## src/dpt_pkg.sv

```systemverilog
// Shared types, constants and codes for the dual policy task picker.
package dpt_pkg;

    localparam int DEF_TASK_SLOTS = 8;

    typedef enum logic [1:0] {
        OP_LOAD    = 2'd0,
        OP_TICK    = 2'd1,
        OP_RESTART = 2'd2,
        OP_NONE    = 2'd3
    } opcode_t;

    localparam logic [1:0] KIND_RECOVERY     = 2'd1;
    localparam logic [1:0] KIND_EXPERIMENTAL = 2'd2;
    localparam logic [1:0] MODE_SAFE         = 2'd0;
    localparam logic [1:0] MODE_DEGRADED     = 2'd1;
    localparam logic [1:0] MODE_NORMAL       = 2'd2;

    localparam logic [1:0] REG_BASE_MODE = 2'd0;
    localparam logic [1:0] REG_SLOTS     = 2'd1;
    localparam logic [1:0] REG_CAPACITY  = 2'd2;

    localparam logic [1:0] SRC_RATIONAL = 2'd0;
    localparam logic [1:0] SRC_CREATIVE = 2'd1;
    localparam logic [1:0] SRC_DIVERGE  = 2'd2;
    localparam logic [1:0] SRC_AGREE    = 2'd3;

    typedef struct packed {
        logic [1:0]  opcode;
        logic [2:0]  slot;
        logic [1:0]  task_kind;
        logic [15:0] energy_in;
        logic [15:0] due_time;
    } cmd_t;

    typedef struct packed {
        logic        idle;
        logic [2:0]  picked_slot;
        logic [15:0] energy_left;
        logic        task_finished;
        logic [1:0]  picker_source;
        logic        diverged;
        logic [6:0]  pressure_percent;
        logic [1:0]  mode_now;
        logic        mode_dropped;
        logic [2:0]  pressure_level;
        logic        all_finished;
        logic [15:0] tick_number;
    } result_t;

    typedef enum logic [3:0] {
        ST_IDLE,
        ST_DIV1,
        ST_DIV1_WAIT,
        ST_CHECK,
        ST_SCAN,
        ST_UPDATE,
        ST_DIV2,
        ST_DIV2_WAIT,
        ST_DONE
    } state_t;

    // percent to pressure level, thresholds 30/50/70/90
    function automatic logic [2:0] level_of(input logic [6:0] pct);
        logic [2:0] lv;
        begin
            if (pct < 7'd30)      lv = 3'd0;
            else if (pct < 7'd50) lv = 3'd1;
            else if (pct < 7'd70) lv = 3'd2;
            else if (pct < 7'd90) lv = 3'd3;
            else                  lv = 3'd4;
            return lv;
        end
    endfunction

endpackage

```

## src/dpt_div.sv

```systemverilog
// Restoring divider, one quotient bit per cycle, for used*100/capacity.
module dpt_div
    import dpt_pkg::*;
(
    input  logic        clk,
    input  logic        rst_n,
    input  logic        go,
    input  logic [23:0] used,
    input  logic [23:0] cap,
    output logic        done,
    output logic [6:0]  pct
);
    // dividend used*100 fits 31 bits
    localparam int DW = 31;

    logic [DW-1:0] quo_reg, quo_next;
    logic [DW-1:0] dvd_reg, dvd_next;
    logic [24:0]   rem_reg, rem_next;
    logic [23:0]   dsr_reg, dsr_next;
    logic [4:0]    cnt_reg, cnt_next;
    logic          run_reg, run_next;
    logic          done_reg, done_next;
    logic [24:0]   shifted;
    logic [30:0]   prod;

    assign prod = {7'd0, used} * 31'd100;
    assign shifted = {rem_reg[23:0], dvd_reg[DW-1]};

    always_comb
    begin
        quo_next  = quo_reg;
        dvd_next  = dvd_reg;
        rem_next  = rem_reg;
        dsr_next  = dsr_reg;
        cnt_next  = cnt_reg;
        run_next  = run_reg;
        done_next = 1'b0;
        if (go)
        begin
            dvd_next = prod;
            dsr_next = (cap == 24'd0) ? 24'd1 : cap;
            rem_next = '0;
            quo_next = '0;
            cnt_next = 5'(DW - 1);
            run_next = 1'b1;
        end
        else if (run_reg)
        begin
            dvd_next = {dvd_reg[DW-2:0], 1'b0};
            if (shifted >= {1'b0, dsr_reg})
            begin
                rem_next = shifted - {1'b0, dsr_reg};
                quo_next = {quo_reg[DW-2:0], 1'b1};
            end
            else
            begin
                rem_next = shifted;
                quo_next = {quo_reg[DW-2:0], 1'b0};
            end
            if (cnt_reg == 5'd0)
            begin
                run_next  = 1'b0;
                done_next = 1'b1;
            end
            else
            begin
                cnt_next = cnt_reg - 5'd1;
            end
        end
    end

    always_ff @(posedge clk or negedge rst_n)
    begin
        if (!rst_n)
        begin
            run_reg  <= 1'b0;
            done_reg <= 1'b0;
            cnt_reg  <= '0;
        end
        else
        begin
            run_reg  <= run_next;
            done_reg <= done_next;
            cnt_reg  <= cnt_next;
        end
    end

    always_ff @(posedge clk)
    begin
        quo_reg <= quo_next;
        dvd_reg <= dvd_next;
        rem_reg <= rem_next;
        dsr_reg <= dsr_next;
    end

    assign done = done_reg;
    assign pct  = (quo_reg > 31'd100) ? 7'd100 : quo_reg[6:0];
endmodule

```

## src/dual_policy_task_picker_top.sv

```systemverilog
// Top level of the dual policy task picker: task table, sequencer and result.
//
// Issue a command with start while busy is low; one result per command comes
// back on result with done high for exactly one cycle, and the receiver cannot
// stall it. Loads, restarts and unused opcodes go from IDLE straight to DONE.
// A tick runs DIV1, DIV1_WAIT and CHECK; CHECK goes to DONE when every slot
// in use (capped at TASK_SLOTS) is done, else to SCAN over the slots in use
// and then UPDATE, and an idle tick runs DIV2 and DIV2_WAIT before DONE.
// The shared bit-serial divider (31 quotient bits) runs once for
// the pressure percent before the scan and again after an idle tick frees
// memory, and the slot scan steps through one slot per cycle feeding both
// pickers. Configuration writes are taken at any time (cfg_ready is tied
// high) but are meant to occur only while idle.
module dual_policy_task_picker_top
    import dpt_pkg::*;
#(
    parameter int TASK_SLOTS = DEF_TASK_SLOTS
)
(
    input  logic        clk,
    input  logic        rst_n,
    input  logic        start,
    input  cmd_t        cmd,
    output logic        busy,
    output logic        done,
    output result_t     result,
    input  logic        cfg_valid,
    output logic        cfg_ready,
    input  logic [1:0]  cfg_index,
    input  logic [23:0] cfg_data
);
    localparam int SW = (TASK_SLOTS > 1) ? $clog2(TASK_SLOTS) : 1;
    localparam int CW = $clog2(TASK_SLOTS + 1);

    // configuration
    logic [1:0]  base_mode_reg;
    logic [3:0]  slots_reg;
    logic [23:0] cap_reg;

    // task store
    logic [1:0]  kind_mem [TASK_SLOTS];
    logic [15:0] energy_mem [TASK_SLOTS];
    logic [15:0] dead_mem [TASK_SLOTS];
    logic [TASK_SLOTS-1:0] done_flags_reg;

    logic [15:0] time_reg;
    logic [1:0]  mode_reg;
    logic [23:0] used_reg;

    state_t state_reg, state_next;
    cmd_t   cmd_reg;
    result_t res_reg;
    logic   done_reg;

    logic [CW-1:0] idx_reg;
    logic [CW-1:0] n_active;
    logic [6:0]    pct_reg;
    logic [2:0]    lvl_reg;
    logic          drop_reg;
    logic          skip_tick_reg;
    logic [15:0]   e_left_reg;

    // picker registers
    logic          r_ok_reg, c_ok_reg;
    logic [SW-1:0] r_idx_reg, c_idx_reg;
    logic signed [17:0] r_score_reg;
    logic [16:0]   c_score_reg;

    // divider
    logic       div_go;
    logic       div_done;
    logic [6:0] div_pct;

    logic       load_ok;

    dpt_div u_div (
        .clk   (clk),
        .rst_n (rst_n),
        .go    (div_go),
        .used  (used_reg),
        .cap   (cap_reg),
        .done  (div_done),
        .pct   (div_pct)
    );

    assign cfg_ready = 1'b1;
    assign busy = (state_reg != ST_IDLE);
    assign done = done_reg;
    assign result = res_reg;

    // drop loads aimed past the table
    assign load_ok = (int'(cmd.slot) < TASK_SLOTS);

    always_comb
    begin
        if (int'(slots_reg) > TASK_SLOTS) n_active = CW'(TASK_SLOTS);
        else                              n_active = CW'(slots_reg);
    end

    // every-slot-done test over slots in use
    logic slots_all_done;
    always_comb
    begin
        slots_all_done = 1'b1;
        for (int i = 0; i < TASK_SLOTS; i++)
        begin
            if ((CW'(i) < n_active) && !done_flags_reg[i]) slots_all_done = 1'b0;
        end
    end

    // current scan element
    logic [SW-1:0] si;
    logic [1:0]  s_kind;
    logic [15:0] s_energy;
    logic [15:0] s_dead;
    logic        s_live, s_gate, r_elig, c_elig;
    logic signed [17:0] slack, r_score;
    logic [16:0] c_score;

    assign si = idx_reg[SW-1:0];
    assign s_kind = kind_mem[si];
    assign s_energy = energy_mem[si];
    assign s_dead = dead_mem[si];

    always_comb
    begin
        s_live = !done_flags_reg[si] && (s_energy != 16'd0);
        s_gate = !((s_kind == KIND_EXPERIMENTAL) &&
                   ((mode_reg == MODE_SAFE) || (lvl_reg >= 3'd3)));
        slack = $signed({2'b00, s_dead}) - $signed({2'b00, time_reg});
        r_score = slack + $signed({2'b00, s_energy});
        r_elig = s_live && s_gate;
        if (mode_reg == MODE_SAFE)
        begin
            if (s_kind == KIND_EXPERIMENTAL) r_elig = 1'b0;
            if ((s_kind != KIND_RECOVERY) && (slack > 18'sd5)) r_elig = 1'b0;
        end
        else if (mode_reg == MODE_DEGRADED)
        begin
            if (s_kind == KIND_EXPERIMENTAL) r_elig = 1'b0;
            if (slack > 18'sd15) r_elig = 1'b0;
        end
        c_elig = s_live && s_gate && (mode_reg != MODE_SAFE) && (lvl_reg < 3'd2);
        c_score = {1'b0, s_energy} + ((s_kind == KIND_EXPERIMENTAL) ? 17'd100 : 17'd0);
    end

    // next state
    always_comb
    begin
        state_next = state_reg;
        case (state_reg)
            ST_IDLE:
                if (start)
                begin
                    if (opcode_t'(cmd.opcode) == OP_TICK) state_next = ST_DIV1;
                    else                                  state_next = ST_DONE;
                end
            ST_DIV1:      state_next = ST_DIV1_WAIT;
            ST_DIV1_WAIT: if (div_done) state_next = ST_CHECK;
            ST_CHECK:     state_next = slots_all_done ? ST_DONE : ST_SCAN;
            ST_SCAN:      if (idx_reg >= n_active) state_next = ST_UPDATE;
            ST_UPDATE:    state_next = (r_ok_reg || c_ok_reg) ? ST_DONE : ST_DIV2;
            ST_DIV2:      state_next = ST_DIV2_WAIT;
            ST_DIV2_WAIT: if (div_done) state_next = ST_DONE;
            ST_DONE:      state_next = ST_IDLE;
            default:      state_next = ST_IDLE;
        endcase
    end

    // outputs of the sequencer
    always_comb
    begin
        div_go = (state_reg == ST_DIV1) || (state_reg == ST_DIV2);
    end

    always_ff @(posedge clk or negedge rst_n)
    begin
        if (!rst_n) state_reg <= ST_IDLE;
        else        state_reg <= state_next;
    end

    // configuration registers
    always_ff @(posedge clk or negedge rst_n)
    begin
        if (!rst_n)
        begin
            base_mode_reg <= MODE_NORMAL;
            slots_reg     <= 4'd0;
            cap_reg       <= 24'd8388608;
        end
        else if (cfg_valid && cfg_ready)
        begin
            case (cfg_index)
                REG_BASE_MODE: base_mode_reg <= (cfg_data[1:0] == 2'd3) ? MODE_NORMAL
                                                                        : cfg_data[1:0];
                REG_SLOTS:     slots_reg <= cfg_data[3:0];
                REG_CAPACITY:  cap_reg <= cfg_data;
                default:       ;
            endcase
        end
    end

    // task store writes: load, and energy spend of the chosen task
    logic          any_pick;
    logic [SW-1:0] chosen;
    logic [15:0]   e_new;
    assign any_pick = r_ok_reg || c_ok_reg;
    assign chosen = r_ok_reg ? r_idx_reg : c_idx_reg;
    assign e_new = energy_mem[chosen] - 16'd1;

    always_ff @(posedge clk)
    begin
        if (state_reg == ST_IDLE && start && opcode_t'(cmd.opcode) == OP_LOAD && load_ok)
        begin
            kind_mem[SW'(cmd.slot)]   <= cmd.task_kind;
            energy_mem[SW'(cmd.slot)] <= cmd.energy_in;
            dead_mem[SW'(cmd.slot)]   <= cmd.due_time;
        end
        else if (state_reg == ST_UPDATE && any_pick)
        begin
            energy_mem[chosen] <= e_new;
        end
    end

    always_ff @(posedge clk)
    begin
        if (state_reg == ST_IDLE && start) cmd_reg <= cmd;
    end

    // which picker the tick followed
    logic [1:0] src_sel;
    logic       div_sel;
    always_comb
    begin
        if (!r_ok_reg)
        begin
            src_sel = SRC_CREATIVE;
            div_sel = 1'b1;
        end
        else if (c_ok_reg && r_idx_reg != c_idx_reg)
        begin
            src_sel = SRC_DIVERGE;
            div_sel = 1'b1;
        end
        else if (c_ok_reg)
        begin
            src_sel = SRC_AGREE;
            div_sel = 1'b0;
        end
        else
        begin
            src_sel = SRC_RATIONAL;
            div_sel = 1'b0;
        end
    end

    // result item for the done cycle; non-tick commands report idle only
    result_t res_next;
    always_comb
    begin
        res_next = '0;
        res_next.idle = 1'b1;
        if (opcode_t'(cmd_reg.opcode) == OP_TICK)
        begin
            res_next.pressure_percent = pct_reg;
            res_next.mode_now = mode_reg;
            res_next.pressure_level = lvl_reg;
            res_next.tick_number = time_reg;
            if (skip_tick_reg)
            begin
                res_next.all_finished = 1'b1;
            end
            else
            begin
                res_next.mode_dropped = drop_reg;
                if (any_pick)
                begin
                    res_next.idle          = 1'b0;
                    res_next.picked_slot   = 3'(chosen);
                    res_next.energy_left   = e_left_reg;
                    res_next.task_finished = (e_left_reg == 16'd0);
                    res_next.picker_source = src_sel;
                    res_next.diverged      = div_sel;
                end
            end
        end
    end

    // control state, scan and result
    always_ff @(posedge clk or negedge rst_n)
    begin
        if (!rst_n)
        begin
            done_flags_reg <= '0;
            time_reg <= '0;
            mode_reg <= MODE_NORMAL;
            used_reg <= '0;
            done_reg <= 1'b0;
            idx_reg  <= '0;
            r_ok_reg <= 1'b0;
            c_ok_reg <= 1'b0;
            r_idx_reg <= '0;
            c_idx_reg <= '0;
            r_score_reg <= '0;
            c_score_reg <= '0;
            e_left_reg <= '0;
            drop_reg <= 1'b0;
            pct_reg  <= '0;
            lvl_reg  <= '0;
            res_reg  <= '0;
        end
        else
        begin
            done_reg <= 1'b0;
            case (state_reg)
                ST_IDLE:
                    if (start && opcode_t'(cmd.opcode) == OP_LOAD && load_ok)
                    begin
                        done_flags_reg[SW'(cmd.slot)] <= 1'b0;
                    end
                ST_DIV1_WAIT:
                    if (div_done)
                    begin
                        pct_reg <= div_pct;
                        lvl_reg <= level_of(div_pct);
                    end
                ST_CHECK:
                begin
                    // apply downgrade, then start the scan
                    drop_reg <= 1'b0;
                    if (!slots_all_done)
                    begin
                        if (lvl_reg >= 3'd4 && mode_reg > MODE_SAFE)
                        begin
                            mode_reg <= MODE_SAFE;
                            drop_reg <= 1'b1;
                        end
                        else if (lvl_reg == 3'd3 && mode_reg > MODE_DEGRADED)
                        begin
                            mode_reg <= MODE_DEGRADED;
                            drop_reg <= 1'b1;
                        end
                    end
                    idx_reg  <= '0;
                    r_ok_reg <= 1'b0;
                    c_ok_reg <= 1'b0;
                end
                ST_SCAN:
                    if (idx_reg < n_active)
                    begin
                        if (r_elig && (!r_ok_reg || r_score < r_score_reg))
                        begin
                            r_ok_reg <= 1'b1;
                            r_idx_reg <= si;
                            r_score_reg <= r_score;
                        end
                        if (c_elig && (!c_ok_reg || c_score > c_score_reg))
                        begin
                            c_ok_reg <= 1'b1;
                            c_idx_reg <= si;
                            c_score_reg <= c_score;
                        end
                        idx_reg <= idx_reg + CW'(1);
                    end
                ST_UPDATE:
                    if (any_pick)
                    begin
                        if (e_new == 16'd0) done_flags_reg[chosen] <= 1'b1;
                        used_reg <= ({1'b0, used_reg} + 25'd512 > {1'b0, cap_reg})
                                    ? cap_reg : used_reg + 24'd512;
                        e_left_reg <= e_new;
                    end
                    else
                    begin
                        used_reg <= (used_reg >= 24'd1024) ? used_reg - 24'd1024 : 24'd0;
                    end
                ST_DIV2_WAIT:
                    if (div_done) pct_reg <= div_pct;
                ST_DONE:
                begin
                    done_reg <= 1'b1;
                    res_reg <= res_next;
                    if (opcode_t'(cmd_reg.opcode) == OP_RESTART)
                    begin
                        time_reg <= '0;
                        used_reg <= '0;
                        mode_reg <= base_mode_reg;
                        done_flags_reg <= '0;
                    end
                    else if (opcode_t'(cmd_reg.opcode) == OP_TICK && !skip_tick_reg)
                    begin
                        // advance time, holding at the top
                        if (time_reg != 16'hFFFF) time_reg <= time_reg + 16'd1;
                    end
                end
                default: ;
            endcase
        end
    end

    // remember that the tick was skipped because every slot was done
    always_ff @(posedge clk or negedge rst_n)
    begin
        if (!rst_n)                     skip_tick_reg <= 1'b0;
        else if (state_reg == ST_CHECK) skip_tick_reg <= slots_all_done;
    end
endmodule
```

## config.mk

```make
export PLATFORM = sky130hd
export DESIGN_NAME = dual_policy_task_picker_top
export DESIGN_NICKNAME = d
export VERILOG_FILES = /design/src/dpt_pkg.sv /design/src/dpt_div.sv /design/src/dual_policy_task_picker_top.sv
export SDC_FILE = /design/constraint.sdc
export NUM_CORES = 1
export LEC_CHECK = 0
export BUFFER_PORTS_ARGS = -buffer_cell sky130_fd_sc_hd__clkbuf_2
export CAP_MARGIN = 25
export CELL_PAD_IN_SITES_DETAIL_PLACEMENT = 0
export CELL_PAD_IN_SITES_GLOBAL_PLACEMENT = 1
export CORE_UTILIZATION = 35
export CTS_CLUSTER_DIAMETER = 40
export DETAILED_ROUTE_END_ITERATION = 8
export PLACE_DENSITY_LB_ADDON = 0.25
export REMOVE_ABC_BUFFERS = 1
export SYNTH_ARGS = -nofsm -noshare
export SYNTH_HDL_FRONTEND = slang
export SYNTH_SLANG_ARGS = --single-unit
```

## constraint.sdc

```tcl
create_clock -name clk -period 25.8 [get_ports clk]
set_clock_uncertainty 0.2 [all_clocks]
set_input_delay 2.58 -clock clk [delete_from_list [all_inputs] [get_ports clk]]
set_output_delay 2.58 -clock clk [all_outputs]
set_load 0.1 [all_outputs]
```

# --- Word level (Yosys, flattened, before mapping) ---
# Memories as Yosys holds them, arrays and structs flattened.
# Index checks and enable logic that the tools add are counted.
op_classes:
  eq_ne: 34
  n_reduce_logical: 81
  n_mux: 97
  n_mul: 1
  magnitude_cmp: 33
  addsub: 11
  bitwise_logic: 3
ops:
  columns: ["operator", "n"]
  rows:
  - ["2-to-1 mux 24 bit", 7]
  - ["2-to-1 mux 16 bit", 4]
  - ["2-to-1 mux 31 bit", 2]
  - ["2-to-1 mux 54 bit", 1]
  - ["one-hot mux 24 bit (2 select lines)", 1]
  - ["2-to-1 mux 1 bit", 41]
  - ["2-to-1 mux 4 bit", 9]
  - ["logical NOT 16 bit", 2]
  - ["2-to-1 mux 8 bit", 4]
  - ["one-hot mux 4 bit (8 select lines)", 1]
  - ["greater-than comparator 31 x 7 -> 1 bit, second input constant", 1]
  - ["multiplier 24 x 5 -> 29 bit, second input constant", 1]
  - ["logical AND 1 bit", 26]
  - ["adder 24 x 10 -> 25 bit, second input constant", 1]
  - ["greater-or-equal comparator 25 x 24 -> 1 bit", 1]
  - ["greater-than comparator 25 x 24 -> 1 bit", 1]
  - ["adder 24 x 10 -> 24 bit, second input constant", 1]
  - ["greater-or-equal comparator 24 x 11 -> 1 bit, second input constant", 1]
  - ["logical NOT 24 bit", 1]
  - ["one-hot mux 8 bit (3 select lines)", 1]
  - ["subtractor 24 x 11 -> 24 bit, second input constant", 1]
  - ["subtractor 24 bit", 1]
  - ["adder 17 x 17 -> 18 bit", 1]
  - ["< comparator 18 bit", 1]
  - ["other kinds (63)", 149]
totals:
  inputBits: 69
  mem_bits_rw: 272
  mem_count: 3
  elab_cells: 304
  register_bits: 331
mem_list:
  columns: ["name", "depth", "width", "rd", "rd_clocked_by_memory_dff", "wr", "line_no", "source"]
  rows:
  - ["dead_mem", 8, 16, 1, 0, 1, "dual_policy_task_picker_top.sv:43", "logic [15:0] dead_mem [TASK_SLOTS];"]
  - ["energy_mem", 8, 16, 2, 0, 1, "dual_policy_task_picker_top.sv:42", "logic [15:0] energy_mem [TASK_SLOTS];"]
  - ["kind_mem", 8, 2, 1, 0, 1, "dual_policy_task_picker_top.sv:41", "logic [1:0] kind_mem [TASK_SLOTS];"]

# --- Depth between registers and ports, before layout ---
# Gate-level depths: netlist of the first run.
logic_depth:
  ltp_word: 14
  depth_mapped: 33

# --- Modules after synthesis ---
# Synthesis of the first run repeated with hierarchy kept, for this count alone.
unflattened:
  cells_unflattened: 3015
  area_unflattened_um2: 34092.7
modules_own_cells:
  columns: ["mod", "seq_area_each_um2", "cells_each", "area_each_um2", "instances"]
  rows:
  - ["dual_policy_task_picker_top", 13586.8, 2113, 25495.7, 1]
  - ["dpt_div", 2867.8, 902, 8597.0, 1]

# --- Least setup slack after synthesis of the first run ---
# Ideal clock, no wire load.
synth_timing:
  kind: "reg2reg"
  startpoint: "register idx_reg[0]"
  endpoint: "register r_score_reg[0]"
  period_less_slack_ns: 8.301
  setup_slack_ns: 17.499
  path_buffers: 6
  stages_incl_launch_ff: 32
  t_required_ns: 25.475
  arrival_time_ns: 7.976
  setup_ns: 0.125
  path_cell_list: "dfrtp_1 -> clkbuf_1 -> buf_2 -> buf_4 -> buf_1 -> buf_1 -> mux4_2 -> mux2_2 -> ha_1 -> nor2b_1 -> o311ai_0 -> and2_1 -> xnor2_1 -> ha_1 -> nor2b_1 -> a41o_1 -> o41ai_1 -> o21bai_1 -> a211oi_1 -> nor2_1 -> ha_1 -> a21o_1 -> a21o_1 -> a21o_1 -> a21o_1 -> a21oi_1 -> nand2_1 -> a2111oi_0 -> o21ai_0 -> a211oi_1 -> buf_2 -> mux2_2"
synth_between:
  word_cells_on_any_way: 28
  cone_classes: "add/sub: 2; order compare: 4; eq/ne: 2; mux: 7; reduce/logical: 10; memory: 3"
synth_rtl:
  columns: ["element", "line_no", "source"]
  rows:
  - ["start, declared", "dual_policy_task_picker_top.sv:55", "logic [CW-1:0] idx_reg;"]
  - ["start signal, assigned", "dual_policy_task_picker_top.sv:363", "idx_reg <= idx_reg + CW'(1);"]
  - ["memory read (8 x 16 bit)", null, null]
  - ["subtractor 16 x 16 -> 17 bit", "dual_policy_task_picker_top.sv:130", "slack = $signed({2'b00, s_dead}) - $signed({2'b00, time_reg});"]
  - ["adder 17 x 17 -> 18 bit (*)", "dual_policy_task_picker_top.sv:131", "r_score = slack + $signed({2'b00, s_energy});"]
  - ["net r_score[11]", "dual_policy_task_picker_top.sv:117", "logic signed [17:0] slack, r_score;"]
  - ["< comparator 18 bit (*)", "dual_policy_task_picker_top.sv:351", "if (r_elig && (!r_ok_reg || r_score < r_score_reg))"]
  - ["logical OR 1 bit (*)", "dual_policy_task_picker_top.sv:351", null]
  - ["logical AND 1 bit (*)", "dual_policy_task_picker_top.sv:351", null]
  - ["AND reduction 3 bit (no source line) (*)", null, null]
  - ["end signal, assigned", "dual_policy_task_picker_top.sv:355", "r_score_reg <= r_score;"]
  - ["end, declared", "dual_policy_task_picker_top.sv:66", "logic signed [17:0] r_score_reg;"]
# The timed path passes the listed nets; every way through them passes the cells marked *. The select of a mux whose other input is x is not followed.
# A chain may end at the register's enable or synchronous reset.

# --- Worst setup path in the final report of the first run ---
layout_timing:
  startpoint: "register idx_reg[0]"
  endpoint: "register r_score_reg[7]"
# Same word-level chain as after synthesis.

==> metrics.md, run 1 <==
| Metric | Value |
|---|---|
| Final setup fails | 0 |
| DR iter-0 viols | 1740 |
| Cell count after synthesis | 2961 |
| Post-synth top cells | edfxtp_1, inv_1, nand2_1 |
| Antenna-violating nets left | 0 |
| Site row count | 113 |
| Min cycle time layout | 8060 ps |
| Total grt overflow | 0 |
| Hold Crit Class | reg2reg |
| Die Wd | 311 um |
| Top Layer Used | met5 |
| Nets@finish | 3417 |
| Main synth FF type | edfxtp_1 |
| Via/cell ratio | 5.29 |
| Vias in the first global route | 24200 |
| Critical Path Source Type | flop |
| Layout area overhead | 17.0% |
| H-Tree Level Count | 3 |
| Hpwl dp | 64.4 mm |
| Max-slew violations | 0 |
| Crit path max fanout | 37 |
| Global router's overall resource usage | 18.7% |
| Clk slew on worst S/H paths | 50 ps |
| Total Neg Setup Slack | 0 ps |
| Height of the die | 311 um |
| Top-count cell post-synth | edfxtp_1 |
| Buffers added on ports | 124 |
| Layout cells sized above 1 | 18.1% |
| Hold EP | result[16]$_DFFE_PN0P_ |
| CTS Hold Bufs | 0 |
| Vias | 23600 |
| EDFF count, synth | 327 |
| Distinct cell type count after synthesis | 88 |
| CP arrival | 8410 ps |
| Initial antenna violation count | 3 |
| #FFs+latches synth | 603 |
| Power density cells | 121 mW/mm^2 |
| Yosys top cell area share | 29.4% |
| Die footprint | 0.0968 mm^2 |
| TritonRoute pass-1 iters | 6 |
| Average wire per standard cell | 20.3 um |
| R2r startpoint | idx_reg[0]$_DFFE_PN0P_ |
| Worst Hold Launch | result[16]$_DFFE_PN0P_ |
| RSZ-0062 raised after global routing | false |
| Synth async-reset ratio | 36.7% |
| Root buf cell | clkbuf_16 |
| Worst hold margin | 262 ps |
| Final hold vios | 0 |
| Post-CTS Resized | 0 |
| Cell Area, Synth | 0.0335 mm^2 |
| First-pass GRT wire length | 142 mm |
| R2r setup slk | 17740 ps |
| Leak | 16.4 nW |
| Hold-critical path depth | 2 |
| Clock Latency Late Sink | 690 ps |
| M1 WL | 39.7 mm |
| Clock tree buffer depth | 3 |
| Postcts setup bufs | 0 |
| Met2 routed WL | 43.5 mm |
| Max IR drop VDD | 0.0000713 V |
| Largest net degree at the start of global routing | 85 |
| CP Class | reg2reg |
| Worst R2R Path Depth | 25 |
| TritonCTS clock tree | done |
| Routed wire length | 90.6 mm |
| Clk sinks | 603 |
| IO Count | 126 |
| Outcome | finished, final reports clean |
| Post-Syn Area per Cell | 11.3 um^2 |
| Slew headroom | 34.4% |
| R2r endpoint | r_score_reg[7]$_DFFE_PN0P_ |
| Fin crit share | 31.2% |
| Max-cap viol count | 0 |
| Core ar. | 0.0949 mm^2 |
| Gpl congestion | 0.835 |
| Fmax | 0.124 GHz |
| Initial Util | 35.3% |
| Largest area contributor in the netlist | edfxtp_1 |
| Post-synthesis sequential area ratio | 49.2% |
| Slew @ Worst Pin | 984 ps |
| Worst Setup End Kind | flop |
| CP required | 26160 ps |
| Met3 WL | 4.76 mm |
| CTS buffer count | 106 |
| Synth area leaders | edfxtp_1, dfrtp_1, ha_1 |
| Synth warn | 0 |
| Ant diodes | 0 |
| DR DRC count | 0 |
worst max-delay path, stage by stage (launching register included):
cell	delay, ps
dfrtp_4	910
mux4_2	590
mux2_2	270
ha_1	330
nor2b_1	160
o311ai_0	430
and2_1	240
xnor2_1	130
ha_1	300
nor2b_1	150
a41o_1	220
o41ai_1	620
o21ai_0	350
nor2_1	250
ha_1	280
a21o_1	180
a21o_1	170
a21o_1	170
a21o_1	170
a21oi_1	150
nand2_1	80
a2111oi_0	380
o21ai_0	190
a211oi_4	360
buf_6	260
mux2_2	350
stage by stage:
stage | worst slack (ps) | power (mW) | utilization (%) | area, um^2 | instances
after floorplan | 15460 | 2.80 | - | 32900 | 2825
after global placement | 17540 | 3.32 | 37.4 | 35400 | 4253
after detailed placement | 17440 | 3.35 | 37.4 | 35500 | 4254
after CTS | 17380 | 4.78 | 41.2 | 39100 | 4453
after global routing | 17210 | 5.08 | 41.3 | 39100 | 4456
final | 17740 | 4.74 | 41.3 | 39100 | 4456
per-layer routing:
metal,track usage [%],up-vias
met5,0,-
met2,31.2,570
li1,-,11100
met3,3.65,174
met4,6.38,2
met1,24.3,11700
power by group:
| group | internal, mW | switching (mW) |
|---|---|---|
| sequential | 1.18 | 0.148 |
| clock | 0.879 | 0.519 |
| combinational | 0.836 | 1.18 |
| total | 2.89 | 1.85 |
kinds of logic (layout without fill, tap and decap cells):
| family | after synthesis | after routing | synth area share, % |
|---|---|---|---|
| AO/OA/AOI/OAI | 584 | 584 | 11.5 |
| XOR/XNOR | 124 | 124 | 3.25 |
| adder cells (fa/ha/maj) | 248 | 248 | 9.77 |
| buffers and inverters | 382 | 612 | 4.50 |
| flip-flops | 603 | 603 | 49.2 |
| multiplexers | 262 | 262 | 11.4 |
| other | 1 | 1 | 0.0112 |
| AND/OR/NAND/NOR | 757 | 757 | 10.4 |
how the worst max path moves through the flow:
stage | depth (start not counted) | slack [ps] | endpoint | start
finish | 25 | 17740 | r_score_reg[7]$_DFFE_PN0P_ | idx_reg[0]$_DFFE_PN0P_
global route | 25 | 17210 | r_score_reg[12]$_DFFE_PN0P_ | idx_reg[0]$_DFFE_PN0P_
CTS | 24 | 17380 | r_score_reg[17]$_DFFE_PN0P_ | idx_reg[0]$_DFFE_PN0P_
detailed placement | 24 | 17440 | r_score_reg[17]$_DFFE_PN0P_ | idx_reg[0]$_DFFE_PN0P_
global placement | 26 | 17540 | r_score_reg[15]$_DFFE_PN0P_ | idx_reg[0]$_DFFE_PN0P_
floorplan | 27 | 15460 | r_idx_reg[0]$_DFFE_PN0P_ | idx_reg[0]$_DFFE_PN0P_
cell type report:
| cell class | count | area, um^2 |
|---|---|---|
| fillers | 8959 | 55700 |
| clock inverters | 72 | 795 |
| inverters | 246 | 923 |
| multi-input cells | 1976 | 15600 |
| flip-flops and latches | 603 | 16500 |
| clock buffers | 127 | 2850 |
| well taps | 1265 | 1580 |
| repair buffers | 167 | 985 |
placed cells by master (no fill, tap or decap), drive strengths merged, types with 25 or more instances in the layout:
master  Yosys  routed
a21o       54      54
a21oi     137     137
a22o       31      31
buf        41      44
clkbuf     95     250
clkinv      1      38
dfrtp     218     218
dfxtp      55      55
edfxtp    327     327
ha        226     226
inv       245     260
mux2      108     108
mux2i      73      73
mux4       81      81
nand2     246     246
nand3      69      69
nand4      28      28
nor2      222     222
nor3       47      47
nor4       26      26
o21a       32      32
o21ai     133     133
o22ai      25      25
o31ai      27      27
xnor2      78      78
xor2       46      46
Power figures use the tool's default switching activity.
==> inputs of run 2 (changes only) <==
- clock period: 25.8 -> 8.1 ns (I/O delays scaled with it)
==> metrics.md, run 2 (synthesis results as in run 1) <==
| Metric | Value |
|---|---|
| Outcome | finished, final reports clean |
| Die footprint | 0.0968 mm^2 |
| Global router's overall resource usage | 18.6% |
| Total grt overflow | 0 |
| Setup ws final | 588 ps |
| Core ar. | 0.0949 mm^2 |
| Site row count | 113 |
| Routed wire length | 90.6 mm |
| Buffers added on ports | 124 |
| Clock Latency Late Sink | 700 ps |
| Final design utilization | 41.5% |
| Post-route cell area | 0.0394 mm^2 |
| Layout cells sized above 1 | 18.5% |
| TritonCTS clock tree | done |
| Placed cell area | 0.0355 mm^2 |
| Vias in the first global route | 23800 |
| Die Wd | 311 um |
| Vias | 23600 |
| Height of the die | 311 um |
| Layout area overhead | 17.8% |
| Hold-critical path depth | 1 |
| M1 WL | 39.5 mm |
| Final hold vios | 0 |
| Average wire per standard cell | 20.3 um |
| Antenna-violating nets left | 0 |
| Initial Util | 35.3% |
| Max-cap viol count | 0 |
| Via/cell ratio | 5.28 |
| CP arrival | 7870 ps |
| Clock tree buffer depth | 3 |
| Worst R2R Path Depth | 27 |
| Fmax | 0.133 GHz |
| Min cycle time layout | 7510 ps |
| Critical Path Source Type | flop |
| Commonest non-fill, non-tap cell in the layout | edfxtp_1 |
| Root buf cell | clkbuf_16 |
| Worst Setup End Kind | flop |
| Gpl congestion | 0.862 |
| Hpwl dp | 63.9 mm |
| DR iter-0 viols | 1690 |
| Met3 WL | 4.94 mm |
| Most frequent cells in the layout | edfxtp_1, nand2_1, inv_1, ha_1 |
| Hold Crit Class | in2reg |
| H-Tree Level Count | 3 |
| First-pass GRT wire length | 141 mm |
| Placed insts | 4257 |
| CP required | 8460 ps |
| Max IR drop VDD | 0.000214 V |
| Max-slew violations | 0 |
| Final setup fails | 0 |
| Clk sinks | 603 |
| Slew headroom | 33.0% |
| Layout Cells excl Fill | 4465 |
| Clk slew on worst S/H paths | 50 ps |
| RSZ-0062 raised after global routing | false |
| Post-CTS Resized | 0 |
| TritonRoute pass-1 iters | 5 |
| Slew @ Worst Pin | 1000 ps |
| Top Layer Used | met5 |
| Crit path max fanout | 24 |
| Leak | 16.5 nW |
| Fin crit share | 92.7% |
| DR DRC count | 0 |
| CTS buffer count | 106 |
| Pre-CTS WS | 591 ps |
| IO Count | 126 |
| CP Class | reg2reg |
| Power density cells | 389 mW/mm^2 |
| Initial antenna violation count | 6 |
| Nets@finish | 3421 |
| Met2 routed WL | 43.1 mm |
| Largest net degree at the start of global routing | 84 |
==> run 2: cell types whose count changed in the layout (fill, tap and decap cells not counted), sizes merged, moves of 2 or more <==
cell,change
clkinv,-9
bufinv,+7
diode,+2
inv,+11
buf,+3
clkbuf,-8
clkinvlp,+2
==> run 2: stage by stage <==
| step | hold WS, ps | power [mW] | setup TNS (ps) |
|---|---|---|---|
| 3_5_place_dp | 264 | 10.7 | 0 |
| 2_1_floorplan | 243 | 8.91 | -49380 |
| 4_1_cts | 85.0 | 15.5 | 0 |
| 5_1_grt | 95.9 | 16.4 | 0 |
| 6_report | 130 | 15.3 | 0 |
| 3_3_place_gp | 253 | 10.6 | 0 |
==> run 2: repair_timing <==
item	in CTS	in global routing
hold buffers	1	0
hold endpoints to repair	79	0
endpoints found under the setup margin	0	0
buffers inserted	0	0
==> run 2: worst paths after layout <==
check                                  startpoint                    endpoint  slack (ps)
hold / removal                            cmd[38]       cmd_reg[38]$_DFFE_PP_         130
max in group asynchronous                   rst_n      idx_reg[0]$_DFFE_PN0P_        5670
min in group asynchronous                   rst_n      cap_reg[4]$_DFFE_PN0P_         510
setup reg to reg           idx_reg[0]$_DFFE_PN0P_  r_score_reg[3]$_DFFE_PN0P_         590
setup / recovery           idx_reg[0]$_DFFE_PN0P_  r_score_reg[3]$_DFFE_PN0P_         590
hold reg to reg            result[23]$_DFFE_PN0P_      result[23]$_DFFE_PN0P_         270
==> run 2: final cells by class <==
class                   instances  area, um^2
flip-flops and latches        603       16500
diodes                          2        5.00
clock inverters                83        1110
multi-input cells            1976       15600
inverters                     246         923
clock buffers                 119        2750
well taps                    1265        1580
fillers                      8916       55500
repair buffers                171        1010
==> run 2: power by group <==
part | total [mW] | switching (mW) | internal (mW)
combinational | 6.40 | 3.73 | 2.67
sequential | 4.20 | 0.453 | 3.74
clock | 4.75 | 1.75 | 3.00
==> run 2: worst max-delay path, cell delays in order (launching register included) <==
cell and delay [ps]:
dfrtp_4 730, buf_4 350, mux4_2 520, mux2_2 310, ha_1 360, inv_1 70, nor2_1 100, o31a_1 170
o22ai_1 150, o21a_1 250, o311ai_0 430, ha_1 380, and3_1 190, a21oi_1 110, o21ai_0 160, o211a_1 270
o21a_1 180, nor3_1 360, ha_1 330, nand4_1 100, nor3_1 50, o31ai_1 60, nand2_1 80, a2111oi_0 430
o21ai_0 210, a211oi_4 200, buf_4 260, mux2_2 360
==> run 2: metal layers <==
layer / up-vias / global-route usage [%]
li1: 11100 / -
met1: 11700 / 24.0
met2: 587 / 30.8
met3: 182 / 4.03
met4: 8 / 6.80
met5: - / 0
==> inputs of run 3 (changes only) <==
- CELL_PAD_IN_SITES_DETAIL_PLACEMENT: 0 -> 1
- SYNTH_HIERARCHICAL: default -> 1
==> metrics.md, run 3 <==
| Metric | Value |
|---|---|
| Hold Crit Class | in2reg |
| Vias in the first global route | 26600 |
| Clk slew on worst S/H paths | 50 ps |
| Buffers added on ports | 124 |
| DR iter-0 viols | 1406 |
| Largest family of logic cells by synthesized area | simple AND/OR/NAND/NOR gates |
| Critical Path Source Type | flop |
| Gpl congestion | 0.828 |
| Worst hold margin | 165 ps |
| Multi-input logic area | 0.0160 mm^2 |
| Top-count cell post-synth | edfxtp_1 |
| Clock tree buffer depth | 3 |
| EDFF count, synth | 327 |
| CP Class | reg2reg |
| Core ar. | 0.0966 mm^2 |
| Worst R2R Path Depth | 30 |
| Fillers | 10300 |
| Total grt overflow | 0 |
| Synth area leaders | edfxtp_1, dfrtp_1, ha_1 |
| Root buf cell | clkbuf_16 |
| Ant diodes | 0 |
| Slew headroom | 29.4% |
| Hold EP | cap_reg[10]$_DFFE_PN0P_ |
| Outcome | finished, final reports clean |
| Die Wd | 314 um |
| TritonCTS clock tree | done |
| #FFs+latches synth | 603 |
| Average wire per standard cell | 22.0 um |
| Nets@finish | 3446 |
| CP required | 8460 ps |
| Sw Pwr | 1.88 mW |
| Hpwl dp | 70.0 mm |
| Sequential Power Share | 40.4% |
| Max IR drop VDD | 0.000146 V |
| R2r startpoint | idx_reg[0]$_DFFE_PN0P_ |
| Initial Util | 35.3% |
| R2r setup slk | 500 ps |
| Commonest non-fill, non-tap cell in the layout | edfxtp_1 |
| Height of the die | 314 um |
| H-Tree Level Count | 3 |
| Die footprint | 0.0987 mm^2 |
| Layout cells sized above 1 | 20.0% |
| Post-synthesis sequential area ratio | 48.3% |
| Clk sinks | 603 |
| Worst Setup End Kind | flop |
| Main synth FF type | edfxtp_1 |
| Final hold vios | 0 |
| Layout area overhead | 17.3% |
| Layout Cells excl Fill | 4515 |
| Net Sw Frac | 22.8% |
| Crit path max fanout | 10 |
| Fmax | 0.132 GHz |
| Top cell by count, worst path | a21oi_1 |
| Min cycle time layout | 7600 ps |
| Global router's overall resource usage | 20.1% |
| Combinational power share | 2.1% |
| Leak | 16.1 nW |
| Largest net degree at the start of global routing | 179 |
| Synth warn | 6 |
| CP arrival | 7960 ps |
| TritonRoute pass-1 iters | 5 |
| First-pass GRT wire length | 155 mm |
| Slowest CP cell | dfrtp_4 |
| Routed wire length | 99.4 mm |
| Max-cap viol count | 0 |
| Yosys top cell area share | 28.8% |
| Synth Area in Adders | 8.93% |
| Site row count | 114 |
| P_int | 6.36 mW |
| Worst Hold Launch | cfg_data[10] |
| Via/cell ratio | 5.44 |
| Compound-gate portion of the synthesized area | 11.7% |
| Initial antenna violation count | 3 |
| R2r endpoint | r_score_reg[11]$_DFFE_PN0P_ |
| Final setup fails | 0 |
| Largest area contributor in the netlist | edfxtp_1 |
| Post-Syn Area per Cell | 11.3 um^2 |
| Pre-CTS WS | 188 ps |
| Placed insts | 4303 |
| Cell count after synthesis | 3015 |
| Synth async-reset ratio | 36.7% |
| Most frequent cells in the layout | edfxtp_1, nand2_1, inv_1, dfrtp_1 |
| Clock Latency Late Sink | 680 ps |
| DR DRC count | 0 |
| IO Count | 126 |
| Vias | 24600 |
| Fin crit share | 93.8% |
| Post-synth top cells | edfxtp_1, nand2_1, inv_1 |
| Power density cells | 206 mW/mm^2 |
| Clock Power Share | 57.6% |
| Setup ws final | 500 ps |
| CP max stage delay | 540 ps |
| Slew @ Worst Pin | 1060 ps |
| Mux contribution to synthesized area | 11.2% |
| Xor/xnor cell area share of the yosys netlist | 3.08% |
| Distinct cell type count after synthesis | 118 |
| Max-slew violations | 0 |
| Simple-Gate Fraction of Synth Area | 11.9% |
| Register area | 0.0165 mm^2 |
| Cell Area, Synth | 0.0341 mm^2 |
| Antenna-violating nets left | 0 |
| Hold-critical path depth | 2 |
| CTS buffer count | 106 |
==> run 3: final cells by class <==
type | instances | area share (%)
Clock buffer | 121 | 7.04
Inverter | 241 | 2.26
Timing Repair Buffer | 182 | 2.81
Tap cell | 1276 | 3.99
Clock inverter | 79 | 2.58
Multi-Input combinational cell | 2013 | 40.1
Sequential cell | 603 | 41.2
==> run 3: worst max-delay path by stage <==
stage,start,end,depth (start not counted)
detailed placement,idx_reg[0]$_DFFE_PN0P_,r_idx_reg[2]$_DFFE_PN0P_,29
CTS,idx_reg[0]$_DFFE_PN0P_,r_score_reg[5]$_DFFE_PN0P_,29
floorplan,idx_reg[0]$_DFFE_PN0P_,r_idx_reg[0]$_DFFE_PN0P_,28
global placement,idx_reg[0]$_DFFE_PN0P_,r_score_reg[3]$_DFFE_PN0P_,29
global route,idx_reg[0]$_DFFE_PN0P_,r_score_reg[4]$_DFFE_PN0P_,31
finish,idx_reg[0]$_DFFE_PN0P_,r_score_reg[11]$_DFFE_PN0P_,30
==> run 3: logic make-up after synthesis <==
logic type                 Yosys count
xor gates and xnor gates           120
adders and majority gates          230
AOI/OAI and AO/OA                  557
muxes                              273
buffers and inverters              399
other                                1
and+or+nand+nor                    832
DFF                                603
==> run 3: through the flow <==
step                total power, mW  setup TNS [ps]  cell area, um^2  util [%]
finish                         8.24               0            40000      41.4
global placement               3.54               0            36000      37.3
detailed placement             3.56               0            36000      37.3
floorplan                      3.44          -50560            33300         -
global route                   8.48           -8.59            40000      41.4
CTS                            8.33               0            39900      41.3
==> run 3: repair_timing <==
action | CTS | global route
hold buffers | 1 | 0
setup buffers | 0 | 7
hold endpoints to repair | 42 | 0
setup endpoints to repair | 0 | 22
resized for setup | 0 | 3
==> run 3: worst max-delay path: cells and delay by family (launching register included) <==
kind	cells	cell delay [ps]
compound gates	12	2230
simple gates	9	1950
mux	3	1150
fa+ha+maj	3	880
flops	1	540
buf+inv	2	380
xor+xnor	1	120
==> run 3: power by group through the flow <==
stage	sequential [mW]	clock [mW]	combinational [mW]
floorplan	3.35	0	0.0864
global placement	3.38	0	0.162
detailed placement	3.38	0	0.173
CTS	3.32	4.84	0.175
global route	3.33	4.96	0.196
finish	3.33	4.74	0.172
==> run 3: layer usage <==
metal	track usage, %	share of wire [%]
met5	0	0.026
met4	6.97	2.7
met3	3.18	4.5
met2	34.1	49
met1	26.0	44
